## config.mk

```make
export PLATFORM = sky130hd
export DESIGN_NAME = frame_decoder_crc16
export DESIGN_NICKNAME = d
export VERILOG_FILES = /design/src/rtl/fd16_pkg.sv /design/src/rtl/fd16_csr.sv /design/src/rtl/fd16_front.sv /design/src/rtl/fd16_fifo.sv /design/src/rtl/fd16_back.sv /design/src/rtl/frame_decoder_crc16.sv
export SDC_FILE = /design/constraint.sdc
export NUM_CORES = 1
export LEC_CHECK = 0
export BUFFER_PORTS_ARGS = -buffer_cell sky130_fd_sc_hd__buf_2
export CORE_AREA = 2 2 212 235
export CTS_CLUSTER_DIAMETER = 120
export DETAILED_ROUTE_END_ITERATION = 10
export DIE_AREA = 0 0 214 237
export PLACE_DENSITY = 0.55
export SLEW_MARGIN = 25
export SYNTH_ARGS = -nofsm -noshare
export SYNTH_HDL_FRONTEND = slang
export SYNTH_SLANG_ARGS = --single-unit
```

## constraint.sdc

```tcl
create_clock -name clock -period 5.96 [get_ports clock]
set_clock_uncertainty 0.15 [all_clocks]
set_input_delay 0.596 -clock clock [delete_from_list [all_inputs] [get_ports clock]]
set_output_delay 0.596 -clock clock [all_outputs]
set_load 0.02 [all_outputs]
```

## src/rtl/fd16_pkg.sv

```systemverilog
`timescale 1ns / 1ps

package fd16_pkg;

   localparam logic [15:0] CRC_INIT = 16'hFFFF;
   localparam logic [15:0] CRC_POLY = 16'h1021;
   localparam logic [15:0] POS_MAX  = 16'hFFFF;
   localparam int HDR_BYTES  = 8;
   localparam int CRC_BYTES  = 2;
   localparam int FIFO_DEPTH = 4;
   localparam int FIFO_AW    = $clog2(FIFO_DEPTH);

   typedef enum logic [2:0] {
      CSR_MAGIC_FIRST      = 3'd0,
      CSR_MAGIC_SECOND     = 3'd1,
      CSR_PROTOCOL_VERSION = 3'd2,
      CSR_LOWEST_KIND      = 3'd3,
      CSR_HIGHEST_KIND     = 3'd4,
      CSR_FAULT_KIND       = 3'd5,
      CSR_MAX_PAYLOAD_LEN  = 3'd6
   } csr_index_type;

   typedef enum logic [2:0] {
      HDR_MAGIC_FIRST  = 3'd0,
      HDR_MAGIC_SECOND = 3'd1,
      HDR_VERSION      = 3'd2,
      HDR_KIND         = 3'd3,
      HDR_SEQ_LO       = 3'd4,
      HDR_SEQ_HI       = 3'd5,
      HDR_LEN_LO       = 3'd6,
      HDR_LEN_HI       = 3'd7
   } hdr_field_type;

   typedef enum logic [2:0] {
      FAULT_LENGTH   = 3'd0,
      FAULT_MAGIC    = 3'd1,
      FAULT_CHECKSUM = 3'd2,
      FAULT_VERSION  = 3'd3,
      FAULT_KIND     = 3'd4,
      FAULT_SEQUENCE = 3'd5
   } fault_type;

   typedef struct packed {
      logic [7:0] frame_byte;
      logic       last_byte;
   } req_type;

   typedef struct packed {
      logic [7:0]  echo_byte;
      logic        is_payload;
      logic        frame_done;
      logic        frame_ok;
      fault_type   fault_code;
      logic [7:0]  message_kind;
      logic [15:0] sequence_number;
      logic [15:0] payload_length;
   } rsp_type;

   typedef struct packed {
      logic [7:0]  magic_first;
      logic [7:0]  magic_second;
      logic [7:0]  protocol_version;
      logic [7:0]  lowest_kind;
      logic [7:0]  highest_kind;
      logic [7:0]  fault_kind;
      logic [15:0] max_payload_length;
   } cfg_type;

   typedef struct packed {
      logic [7:0]    frame_byte;
      logic          last;
      logic          payload;
      logic          crc_update;
      logic          rcrc_lo;
      logic          rcrc_hi;
      logic          hdr;
      hdr_field_type hdr_field;
      logic          kind_valid;
      logic          seq_valid;
      logic          short_frame;
      logic          len_bad;
      logic [15:0]   length;
   } entry_type;

   function automatic logic [15:0] crc16_byte(input logic [15:0] crc, input logic [7:0] b);
      logic [15:0] c;
      c = crc ^ {b, 8'h00};
      for (int i = 0; i < 8; i++) begin
         c = c[15] ? ({c[14:0], 1'b0} ^ CRC_POLY) : {c[14:0], 1'b0};
      end
      return c;
   endfunction

endpackage

```

## src/rtl/fd16_csr.sv

```systemverilog
`timescale 1ns / 1ps

module fd16_csr import fd16_pkg::*; (
   input  logic          clock,
   input  logic          reset,
   input  logic          csr_we,
   input  csr_index_type csr_index,
   input  logic [15:0]   csr_wdata,
   output cfg_type       cfg
);

   cfg_type cfg_ff, cfg_in;

   always_comb begin
      cfg_in = cfg_ff;
      if (csr_we) begin
         case (csr_index)
            CSR_MAGIC_FIRST:      cfg_in.magic_first        = csr_wdata[7:0];
            CSR_MAGIC_SECOND:     cfg_in.magic_second       = csr_wdata[7:0];
            CSR_PROTOCOL_VERSION: cfg_in.protocol_version   = csr_wdata[7:0];
            CSR_LOWEST_KIND:      cfg_in.lowest_kind        = csr_wdata[7:0];
            CSR_HIGHEST_KIND:     cfg_in.highest_kind       = csr_wdata[7:0];
            CSR_FAULT_KIND:       cfg_in.fault_kind         = csr_wdata[7:0];
            CSR_MAX_PAYLOAD_LEN:  cfg_in.max_payload_length = csr_wdata;
            default:              cfg_in = cfg_ff;
         endcase
      end
   end

   always_ff @(posedge clock) begin
      if (reset) begin
         cfg_ff.magic_first        <= 8'd0;
         cfg_ff.magic_second       <= 8'd0;
         cfg_ff.protocol_version   <= 8'd1;
         cfg_ff.lowest_kind        <= 8'd1;
         cfg_ff.highest_kind       <= 8'd255;
         cfg_ff.fault_kind         <= 8'd0;
         cfg_ff.max_payload_length <= 16'd64;
      end else begin
         cfg_ff <= cfg_in;
      end
   end

   assign cfg = cfg_ff;

endmodule

```

## src/rtl/fd16_front.sv

```systemverilog
`timescale 1ns / 1ps

module fd16_front import fd16_pkg::*; (
   input  logic        clock,
   input  logic        reset,
   input  logic        accept,
   input  req_type     req_data,
   input  logic [15:0] max_payload_length,
   output entry_type   entry
);

   logic [15:0] pos_ff, pos_in;
   logic [15:0] len_ff, len_in;
   logic [15:0] len_new;
   logic [16:0] body_end;
   logic [16:0] count;
   logic [16:0] want;
   logic        overflow;

   always_comb begin
      body_end = 17'(HDR_BYTES) + {1'b0, len_ff};
      len_new  = len_ff;
      if (pos_ff == 16'(HDR_BYTES - 2)) len_new[7:0]  = req_data.frame_byte;
      if (pos_ff == 16'(HDR_BYTES - 1)) len_new[15:8] = req_data.frame_byte;
      count    = {1'b0, pos_ff} + 17'd1;
      want     = 17'(HDR_BYTES + CRC_BYTES) + {1'b0, len_new};
      overflow = (pos_ff == POS_MAX);

      entry.frame_byte  = req_data.frame_byte;
      entry.last        = req_data.last_byte;
      entry.hdr         = pos_ff < 16'(HDR_BYTES);
      entry.hdr_field   = hdr_field_type'(pos_ff[2:0]);
      entry.payload     = !entry.hdr && ({1'b0, pos_ff} < body_end);
      entry.crc_update  = entry.hdr || ({1'b0, pos_ff} < body_end);
      entry.rcrc_lo     = !entry.crc_update && ({1'b0, pos_ff} == body_end);
      entry.rcrc_hi     = !entry.crc_update && ({1'b0, pos_ff} == body_end + 17'd1);
      entry.kind_valid  = count >= 17'd4;
      entry.seq_valid   = count >= 17'd6;
      entry.short_frame = !overflow && (count < 17'(HDR_BYTES + CRC_BYTES));
      entry.len_bad     = overflow || (len_new > max_payload_length) || (count != want);
      entry.length      = len_new;
   end

   always_comb begin
      pos_in = pos_ff;
      len_in = len_ff;
      if (accept) begin
         if (req_data.last_byte) begin
            pos_in = 16'd0;
            len_in = 16'd0;
         end else begin
            len_in = len_new;
            if (!overflow) pos_in = pos_ff + 16'd1;
         end
      end
   end

   always_ff @(posedge clock) begin
      if (reset) begin
         pos_ff <= 16'd0;
         len_ff <= 16'd0;
      end else begin
         pos_ff <= pos_in;
         len_ff <= len_in;
      end
   end

endmodule

```

## src/rtl/fd16_fifo.sv

```systemverilog
`timescale 1ns / 1ps

module fd16_fifo import fd16_pkg::*; (
   input  logic      clock,
   input  logic      reset,
   input  logic      wr_en,
   input  entry_type wr_data,
   output logic      full,
   input  logic      rd_en,
   output logic      rd_valid,
   output entry_type rd_data
);

   entry_type            mem_ff [FIFO_DEPTH];
   logic [FIFO_AW-1:0]   wr_ptr_ff, wr_ptr_in;
   logic [FIFO_AW-1:0]   rd_ptr_ff, rd_ptr_in;
   logic [FIFO_AW:0]     count_ff, count_in;
   logic                 do_wr, do_rd;

   assign full     = (count_ff == (FIFO_AW + 1)'(FIFO_DEPTH));
   assign rd_valid = (count_ff != '0);
   assign rd_data  = mem_ff[rd_ptr_ff];
   assign do_wr    = wr_en && !full;
   assign do_rd    = rd_en && rd_valid;

   always_comb begin
      wr_ptr_in = do_wr ? wr_ptr_ff + FIFO_AW'(1) : wr_ptr_ff;
      rd_ptr_in = do_rd ? rd_ptr_ff + FIFO_AW'(1) : rd_ptr_ff;
      count_in  = count_ff;
      if (do_wr && !do_rd) count_in = count_ff + (FIFO_AW + 1)'(1);
      if (!do_wr && do_rd) count_in = count_ff - (FIFO_AW + 1)'(1);
   end

   always_ff @(posedge clock) begin
      if (do_wr) mem_ff[wr_ptr_ff] <= wr_data;
   end

   always_ff @(posedge clock) begin
      if (reset) begin
         wr_ptr_ff <= '0;
         rd_ptr_ff <= '0;
         count_ff  <= '0;
      end else begin
         wr_ptr_ff <= wr_ptr_in;
         rd_ptr_ff <= rd_ptr_in;
         count_ff  <= count_in;
      end
   end

endmodule

```

## src/rtl/fd16_back.sv

```systemverilog
`timescale 1ns / 1ps

module fd16_back import fd16_pkg::*; (
   input  logic      clock,
   input  logic      reset,
   input  cfg_type   cfg,
   input  logic      q_valid,
   input  entry_type q_data,
   output logic      q_pop,
   output logic      rsp_empty,
   input  logic      rsp_pop,
   output rsp_type   rsp_data
);

   logic        rsp_valid_ff, rsp_valid_in;
   rsp_type     rsp_ff, rsp_in;
   logic [15:0] crc_ff, crc_in, crc_new;
   logic        magic_ff, magic_in, magic_new;
   logic [7:0]  version_ff, version_in, version_new;
   logic [7:0]  kind_ff, kind_in, kind_new;
   logic [15:0] seq_ff, seq_in, seq_new;
   logic [15:0] rcrc_ff, rcrc_in, rcrc_new;
   logic [7:0]  kind_out;
   logic [15:0] seq_out;
   fault_type   fault;
   logic        ok;

   assign q_pop     = q_valid && (!rsp_valid_ff || rsp_pop);
   assign rsp_empty = !rsp_valid_ff;
   assign rsp_data  = rsp_ff;

   always_comb begin
      magic_new   = magic_ff;
      version_new = version_ff;
      kind_new    = kind_ff;
      seq_new     = seq_ff;
      if (q_data.hdr) begin
         case (q_data.hdr_field)
            HDR_MAGIC_FIRST:  if (q_data.frame_byte != cfg.magic_first) magic_new = 1'b0;
            HDR_MAGIC_SECOND: if (q_data.frame_byte != cfg.magic_second) magic_new = 1'b0;
            HDR_VERSION:      version_new = q_data.frame_byte;
            HDR_KIND:         kind_new = q_data.frame_byte;
            HDR_SEQ_LO:       seq_new[7:0] = q_data.frame_byte;
            HDR_SEQ_HI:       seq_new[15:8] = q_data.frame_byte;
            default:          magic_new = magic_ff;
         endcase
      end
      crc_new  = q_data.crc_update ? crc16_byte(crc_ff, q_data.frame_byte) : crc_ff;
      rcrc_new = rcrc_ff;
      if (q_data.rcrc_lo) rcrc_new[7:0]  = q_data.frame_byte;
      if (q_data.rcrc_hi) rcrc_new[15:8] = q_data.frame_byte;
   end

   always_comb begin
      kind_out = q_data.kind_valid ? kind_new : 8'd0;
      seq_out  = q_data.seq_valid ? seq_new : 16'd0;
      fault    = FAULT_LENGTH;
      ok       = 1'b0;
      if (q_data.short_frame) begin
         fault = FAULT_LENGTH;
      end else if (!magic_new) begin
         fault    = FAULT_MAGIC;
         kind_out = 8'd0;
         seq_out  = 16'd0;
      end else if (q_data.len_bad) begin
         fault = FAULT_LENGTH;
      end else if (crc_new != rcrc_new) begin
         fault = FAULT_CHECKSUM;
      end else if (version_new != cfg.protocol_version) begin
         fault = FAULT_VERSION;
      end else if (kind_out < cfg.lowest_kind || kind_out > cfg.highest_kind) begin
         fault = FAULT_KIND;
      end else if (seq_out == 16'd0 && kind_out != cfg.fault_kind) begin
         fault = FAULT_SEQUENCE;
      end else begin
         ok = 1'b1;
      end
   end

   always_comb begin
      rsp_in                 = rsp_ff;
      rsp_valid_in           = rsp_valid_ff && !rsp_pop;
      crc_in                 = crc_ff;
      magic_in               = magic_ff;
      version_in             = version_ff;
      kind_in                = kind_ff;
      seq_in                 = seq_ff;
      rcrc_in                = rcrc_ff;
      if (q_pop) begin
         rsp_valid_in           = 1'b1;
         rsp_in.echo_byte       = q_data.frame_byte;
         rsp_in.is_payload      = q_data.payload;
         rsp_in.frame_done      = q_data.last;
         rsp_in.frame_ok        = q_data.last && ok;
         rsp_in.fault_code      = (q_data.last && !ok) ? fault : FAULT_LENGTH;
         rsp_in.message_kind    = q_data.last ? kind_out : 8'd0;
         rsp_in.sequence_number = q_data.last ? seq_out : 16'd0;
         rsp_in.payload_length  = (q_data.last && ok) ? q_data.length : 16'd0;
         if (q_data.last) begin
            crc_in     = CRC_INIT;
            magic_in   = 1'b1;
            version_in = 8'd0;
            kind_in    = 8'd0;
            seq_in     = 16'd0;
            rcrc_in    = 16'd0;
         end else begin
            crc_in     = crc_new;
            magic_in   = magic_new;
            version_in = version_new;
            kind_in    = kind_new;
            seq_in     = seq_new;
            rcrc_in    = rcrc_new;
         end
      end
   end

   always_ff @(posedge clock) begin
      rsp_ff <= rsp_in;
   end

   always_ff @(posedge clock) begin
      if (reset) begin
         rsp_valid_ff <= 1'b0;
         crc_ff       <= CRC_INIT;
         magic_ff     <= 1'b1;
         version_ff   <= 8'd0;
         kind_ff      <= 8'd0;
         seq_ff       <= 16'd0;
         rcrc_ff      <= 16'd0;
      end else begin
         rsp_valid_ff <= rsp_valid_in;
         crc_ff       <= crc_in;
         magic_ff     <= magic_in;
         version_ff   <= version_in;
         kind_ff      <= kind_in;
         seq_ff       <= seq_in;
         rcrc_ff      <= rcrc_in;
      end
   end

endmodule

```

## src/rtl/frame_decoder_crc16.sv

```systemverilog
`timescale 1ns / 1ps

// Framed packet checker with CRC-16 (poly 0x1021, init 0xFFFF).
// Request side: one frame byte per request, with last_byte on the final byte;
// a request is taken when req_push is high and req_full is low.
// Result side: one result per request, in order; the oldest result sits on
// rsp_data while rsp_empty is low and leaves when rsp_pop is high.
// Every result echoes its byte and marks payload bytes; the result of the last
// byte also carries the verdict, the captured kind, sequence and length.
// Configuration: csr_we writes csr_wdata to register csr_index (magic bytes,
// version, kind range, fault kind, max payload length); other indexes are ignored.
// Each taken request is written into the queue; the back registers its result.
// Throughput: one byte per cycle while results are popped; the front tracks
// position and length, a four-entry queue decouples it from the back, which runs
// the byte-wide CRC and the verdict into a single output register.
// When the receiver stalls the output register holds, the queue fills and
// req_full rises once four requests wait behind the held result.
// Reset clears the frame state, empties the queue and restores the register
// defaults.

module frame_decoder_crc16 import fd16_pkg::*; (
   input  logic          clock,
   input  logic          reset,
   input  logic          req_push,
   output logic          req_full,
   input  req_type       req_data,
   output logic          rsp_empty,
   input  logic          rsp_pop,
   output rsp_type       rsp_data,
   input  logic          csr_we,
   input  csr_index_type csr_index,
   input  logic [15:0]   csr_wdata
);

   cfg_type   cfg;
   entry_type front_entry;
   entry_type q_data;
   logic      q_valid;
   logic      q_pop;
   logic      accept;

   assign accept = req_push && !req_full;

   fd16_csr u_csr (
      .clock     (clock),
      .reset     (reset),
      .csr_we    (csr_we),
      .csr_index (csr_index),
      .csr_wdata (csr_wdata),
      .cfg       (cfg)
   );

   fd16_front u_front (
      .clock              (clock),
      .reset              (reset),
      .accept             (accept),
      .req_data           (req_data),
      .max_payload_length (cfg.max_payload_length),
      .entry              (front_entry)
   );

   fd16_fifo u_fifo (
      .clock    (clock),
      .reset    (reset),
      .wr_en    (accept),
      .wr_data  (front_entry),
      .full     (req_full),
      .rd_en    (q_pop),
      .rd_valid (q_valid),
      .rd_data  (q_data)
   );

   fd16_back u_back (
      .clock     (clock),
      .reset     (reset),
      .cfg       (cfg),
      .q_valid   (q_valid),
      .q_data    (q_data),
      .q_pop     (q_pop),
      .rsp_empty (rsp_empty),
      .rsp_pop   (rsp_pop),
      .rsp_data  (rsp_data)
   );

endmodule
```

# Word level (Yosys, flattened, before mapping)
# Memories as Yosys holds them, arrays and structs flattened. A register that Yosys moved wholly into a read port is not among the register bits.
# Index checks and enable logic that the tools add are counted.
[totals]
ff_bits = 223
latch_bits = 0
ramBits = 148
rom_bits = 0
inputBits = 33
out_inout_bits = 56
word_cells = 185
n_memories = 1
[mem_list]
columns = ["name", "depth", "width", "read_ports", "rd_ports_with_merged_regs", "write_ports", "line_no", "text"]
rows = [
  ["u_fifo.mem_ff", 4, 37, 1, 1, 1, "fd16_fifo.sv:14", "entry_type mem_ff [FIFO_DEPTH];"],
]
[classes]
add_sub_neg = 9
n_mul = 0
div_mod_pow = 0
order_cmp = 8
eq_ne = 24
shift = 0
muxes = 59
bitwise = 11
reduce_logical = 44
[ops]
columns = ["cell", "n"]
rows = [
  ["$mux 16", 11],
  ["$mux 8", 15],
  ["$mux 13", 8],
  ["$add 4x16->17 const A", 2],
  ["$eq 16x17->1", 2],
  ["$ge 17x3->1 const B", 2],
  ["$eq 16x3->1 const B", 2],
  ["$ne 8x8->1", 4],
  ["$not 3->3", 8],
  ["$eq 3x3->1 const B", 6],
  ["$add 16x1->17 const B", 1],
  ["$add 17x1->17 const B", 1],
  ["$lt 16x17->1", 1],
  ["$lt 17x4->1 const B", 1],
  ["$ne 17x17->1", 1],
  ["$add 16x1->16 const B", 1],
  ["$eq 16x16->1 const B", 1],
  ["$gt 16x16->1", 1],
  ["$logic_not 16->1", 1],
  ["$lt 16x4->1 const B", 1],
  ["$mux 1", 16],
  ["$ne 16x16->1", 1],
  ["$reduce_and 2->1", 8],
  ["$xor 16x16->16", 1],
  ["other kinds (21)", 59],
]

# Depth between registers and ports, before layout
[depth]
word_depth = 27
mapped_depth = 18
ltp_nobuf = 16

# Hierarchy
# A second synthesis with hierarchy kept.
[hier_totals]
cells_unflattened = 1745
hier_area_um2 = 19508.7
[modules_own_cells]
columns = ["module", "instances", "cells_each", "area_each_um2", "seq_area_each_um2"]
rows = [
  ["fd16_back", 1, 705, 6896.6, 2942.8],
  ["fd16_fifo", 1, 245, 5870.6, 4624.4],
  ["fd16_front", 1, 553, 4136.5, 640.6],
  ["fd16_csr", 1, 241, 2591.2, 1281.2],
  ["frame_decoder_crc16", 1, 1, 13.8, 0.0],
]

# Least setup slack after synthesis
# OpenSTA, ideal clock, no wires.
[synth_path]
path_kind = "input port to flip-flop"
startpoint = "in rsp_pop"
endpoint = "reg u_fifo.count_ff[2]"
setup_time_ns = 0.070
t_arrival_ns = 4.205
t_required_ns = 5.740
setup_slack_ns = 1.535
path_stages = 11
n_path_buf = 2
path_cell_list = "inv_1 -> a21o_1 -> clkbuf_1 -> inv_1 -> clkbuf_1 -> ha_1 -> inv_1 -> fa_1 -> xor2_1 -> or3_1 -> a21oi_1"
[synth_between]
elab_chain_cells = 6
[synth_rtl]
columns = ["element", "line_no", "text"]
rows = [
  ["start: declaration", "frame_decoder_crc16.sv:28", "input logic rsp_pop,"],
  ["$logic_or 1x1->1 (*)", "fd16_back.sv:28", "assign q_pop = q_valid && (!rsp_valid_ff || rsp_pop);"],
  ["$logic_and 1x1->1 (*)", "fd16_back.sv:28", ""],
  ["named net q_pop", "frame_decoder_crc16.sv:39", "logic q_pop;"],
  ["$logic_and 1x1->1 (*)", "fd16_fifo.sv:24", "assign do_rd = rd_en && rd_valid;"],
  ["$logic_not 1->1", "fd16_fifo.sv:30", "if (do_wr && !do_rd) count_in = count_ff + (FIFO_AW + 1)'(1);"],
  ["$logic_and 1x1->1", "fd16_fifo.sv:30", ""],
  ["$reduce_bool 2->1 (no source line)", "--", ""],
  ["end signal: assignment", "fd16_fifo.sv:46", "count_ff <= count_in;"],
  ["end: declaration", "fd16_fifo.sv:17", "logic [FIFO_AW:0] count_ff, count_in;"],
]
# Mark *: on every way through the listed nets, which the timed path passes. The rest lies on a longest branch.
# A chain may end at the register's enable or synchronous reset.

==> results.py <==
metrics = {
    "flow_run": {
        "cap_violations": 0,
    },
    "finish": {
        "nFillCells": 4574,
        "syn_to_final_growth_pct": 12.3,
        "nNetsFinal": 1948,
        "final_area_um2": 21500,
        "multi_input_area_um2": 8960,
        "seqCellArea_um2": 9490,
        "drive_gt1_share_pct": 14.5,
    },
    "power_and_ir_drop": {
        "peakVddDrop_mv": 0.264,
        "power_density_nw_per_um2": 445,
        "leakage_uw": 0.00767,
        "totalPowerFinal_uw": 9580,
    },
    "sta": {
        "slew-limit-headroom_pct": 29.4,
        "fin_ws_ns": 1.08,
        "slew_violations": 0,
        "finalCritPeriodShare_pct": 81.9,
        "finalCriticalPeriod_ns": 4.88,
        "max_slew.worst_pin.slew_ns": 1.05,
        "setup_viol": 0,
        "rsz0062_at_grt": "no",
        "hold_viol_final": 0,
        "max_freq_mhz": 205,
        "final.setup.tns_ns": 0,
    },
    "yosys": {
        "yosys_most_used_dff": "edfxtp_1",
        "syn_nets": 1890,
        "synth_area_leaders": "edfxtp_1 32%, dfxtp_1 18%, xnor2_1 4.2%",
        "netlist_area_um2": 19200,
        "synthSimpleGateAreaFrac_pct": 15.7,
        "syn_inst": 1801,
        "synth_top_area_cell": "edfxtp_1",
        "synth_mux_area_share_pct": 8.56,
        "ys_ff_latch": 373,
        "synth-edff-count": 202,
        "yosysWarnings": 0,
        "post_synth_num_cell_types": 88,
        "synth_compound_area_share_pct": 11.4,
        "synth_fa_ha_area_share_pct": 3.69,
        "synth_top_area_share_pct": 31.6,
        "avgSynthCellArea_um2": 10.6,
        "synth_seq_area_share_pct": 49.5,
        "async_flop_share_pct": 0,
        "synth_top_family_by_area": "simple AND/OR/NAND/NOR gates",
        "synth-xor-area-share_pct": 7.33,
    },
    "clock_network": {
        "clkTransAtPathRegs_ns": 0.06,
        "hold_buffers": 0,
        "post_cts_buffers": 0,
        "numCtsBuffers": 41,
        "cts-root-buf": "clkbuf_16",
        "cts_tree": "built",
        "clk_latency_ns": 0.56,
        "cts-resized-gates": 0,
        "clockBufferDepth": 3,
        "h-tree-depth": 2,
        "clock-sinks": 373,
    },
    "global_route": {
        "grt_pass1_wl_mm": 79.7,
        "grt_overflow": 0,
        "grt_max_degree": 107,
        "grt_usage_pct": 20.1,
        "grt_pass1_vias": 13699,
        "antenna_found_initial": 0,
    },
    "critical_path": {
        "reg2reg_to": "u_fifo.mem_ff[0][16]",
        "cp-start-kind": "register",
        "cp_data_arrival_time_ns": 4.99,
        "crit_family": "simple AND/OR/NAND/NOR gates",
        "worst-path-max-fanout": 13,
        "worstRegToRegCells": 15,
        "slowest_stage": "dfxtp_1",
        "r2r_slack_ns": 1.08,
        "cpPeakStageDelay_ns": 0.53,
        "crit_chain": "nor4_1 > nand4_1 > buf_4 > clkinv_1 > nand3_1 > mux2_2 > ha_1 > inv_1 > xnor2_1 > and3_1 > or4_1 > nor4_1 > or4b_1 > a2111oi_0 > nand4_1",
        "cp_num_cells": 15,
        "crit_required_ns": 6.07,
        "endpoint": "u_fifo.mem_ff[0][16]",
        "crit_type": "reg -> reg",
        "startpoint": "u_front.pos_ff[5]",
        "r2r_start": "u_front.pos_ff[5]",
        "path_buf_inv": 3,
        "end_kind": "register",
    },
    "floorplanning": {
        "fp.dieW_um": 214,
        "ios": 89,
        "start_util_pct": 39.6,
        "dieArea_um2": 50700,
        "core_um2": 48400,
        "die_height_um": 237,
        "row_count": 85,
    },
    "routing": {
        "post_drt_wl_per_cell_um": 20.1,
        "drt_iter0_drc": 995,
        "drc": 0,
        "detail-route-antenna-nets": 0,
        "totalWireLength_mm": 51.2,
        "drtPass1Iterations": 8,
        "viasPerCell": 5.45,
        "num_vias": 13871,
    },
    "min_path": {
        "hp-class": "in -> reg",
        "whs_path_depth": 3,
    },
    "placement": {
        "dp_slack_ns": 1.04,
        "postPlaceCellArea_um2": 20200,
        "place_hpwl_mm": 35.3,
        "globalplace.congestion": 0.889,
        "port_buffers": 88,
    },
    "outcome": {
        "status": "complete, no violations",
    },
}
[through the flow]
stage / util [%] / hold slack [ns] / instances
floorplan: - / 0.286 / 1801
global placement: 41.7 / 0.294 / 2467
detailed placement: 41.7 / 0.300 / 2468
CTS: 44.5 / 0.0951 / 2544
global route: 44.5 / 0.114 / 2544
finish: 44.5 / 0.117 / 2545
[worst min-delay path, cell delays in order]
cell and delay, ns:
buf_2 0.09, nand2_1 0.04, a21oi_1 0.05
[cell usage after synthesis (6+ instances only)]
library cell,n
edfxtp_1,202
nor2_1,189
dfxtp_1,171
nand2_1,159
a21oi_1,111
xnor2_1,93
clkbuf_1,72
inv_1,64
a22oi_1,61
mux2i_1,61
ha_1,55
o21ai_0,50
xor2_1,41
mux4_2,34
nor3_1,32
nand3_1,31
nand4_1,31
nand2b_1,21
mux2_2,18
nor2b_1,17
o21a_1,17
or3_1,17
and2_1,15
o22ai_1,15
nor4_1,13
a21o_1,12
and3_1,12
buf_1,10
buf_6,10
nor3b_1,10
a211o_1,9
nor3b_2,9
o21ai_1,9
or2_2,9
nand3b_1,8
buf_2,7
or4_1,6
[logic make-up (layout without fill, tap and decap cells)]
kind of cell | count (synthesis) | after routing
AND/OR/NAND/NOR | 602 | 602
adder cells (fa/ha/maj) | 56 | 56
XOR/XNOR | 145 | 145
flip-flops | 373 | 373
buffers and inverters | 169 | 260
AO/OA/AOI/OAI | 340 | 340
multiplexers | 116 | 116
other | 0 | 1
[report_power, final]
part           internal (uW)  total [uW]  switching [uW]
combinational           1370        3600            2230
clock                   1480        2530            1050
sequential              3200        3450             243
[how the worst min path moves through the flow]
stage	start	end	slack, ns
floorplan	u_csr.cfg[10]	u_csr.cfg[10]	0.29
global placement	u_csr.cfg[38]	u_csr.cfg[38]	0.29
detailed placement	u_csr.cfg[12]	u_csr.cfg[12]	0.30
global route	csr_wdata[15]	u_csr.cfg[15]	0.11
finish	csr_wdata[15]	u_csr.cfg[15]	0.12
CTS	csr_wdata[15]	u_csr.cfg[15]	0.1
[cell usage in the layout (no fill, tap or decap), types with 34 or more instances in the layout]
master     instances
a21oi_1          111
a22oi_1           61
buf_2             87
clkbuf_16         43
dfxtp_1          169
edfxtp_1         202
ha_1              55
inv_1             63
mux2i_1           61
mux4_2            34
nand2_1          159
nor2_1           188
o21ai_0           50
xnor2_1           93
xor2_1            41
[sequential cells by signal (all words and copies together) (netlist names), named ones only]
register	cells
u_back.crc_ff	16
u_back.kind_ff	8
u_back.magic_ff	1
u_back.rcrc_ff	16
u_back.rsp_data	54
u_back.rsp_valid_ff	1
u_back.seq_ff	16
u_back.version_ff	8
u_csr.cfg	64
u_fifo.count_ff	3
u_fifo.mem_ff	148
u_fifo.rd_ptr_ff	2
u_fifo.wr_ptr_ff	2
u_front.len_ff	16
u_front.pos_ff	16
[cell type report]
| cell class | instances | area share (%) |
|---|---|---|
| multi-input combinational | 1259 | 41.6 |
| sequential | 373 | 44.1 |
| timing repair buffer | 119 | 3.21 |
| antenna | 1 | 0.0116 |
| inverter | 65 | 1.14 |
| clock inverter | 21 | 0.900 |
| tap | 652 | 3.79 |
| clock buffer | 55 | 5.30 |
[metal layers]
metal	routed length, um	global-route usage [%]	vias up
met5	0	0	-
met4	1370	6.27	0
met3	2040	3.03	86
met2	25600	35.4	323
met1	22100	25.3	6804
li1	-	-	6658
Note: power is estimated with default switching activity, not from simulation.
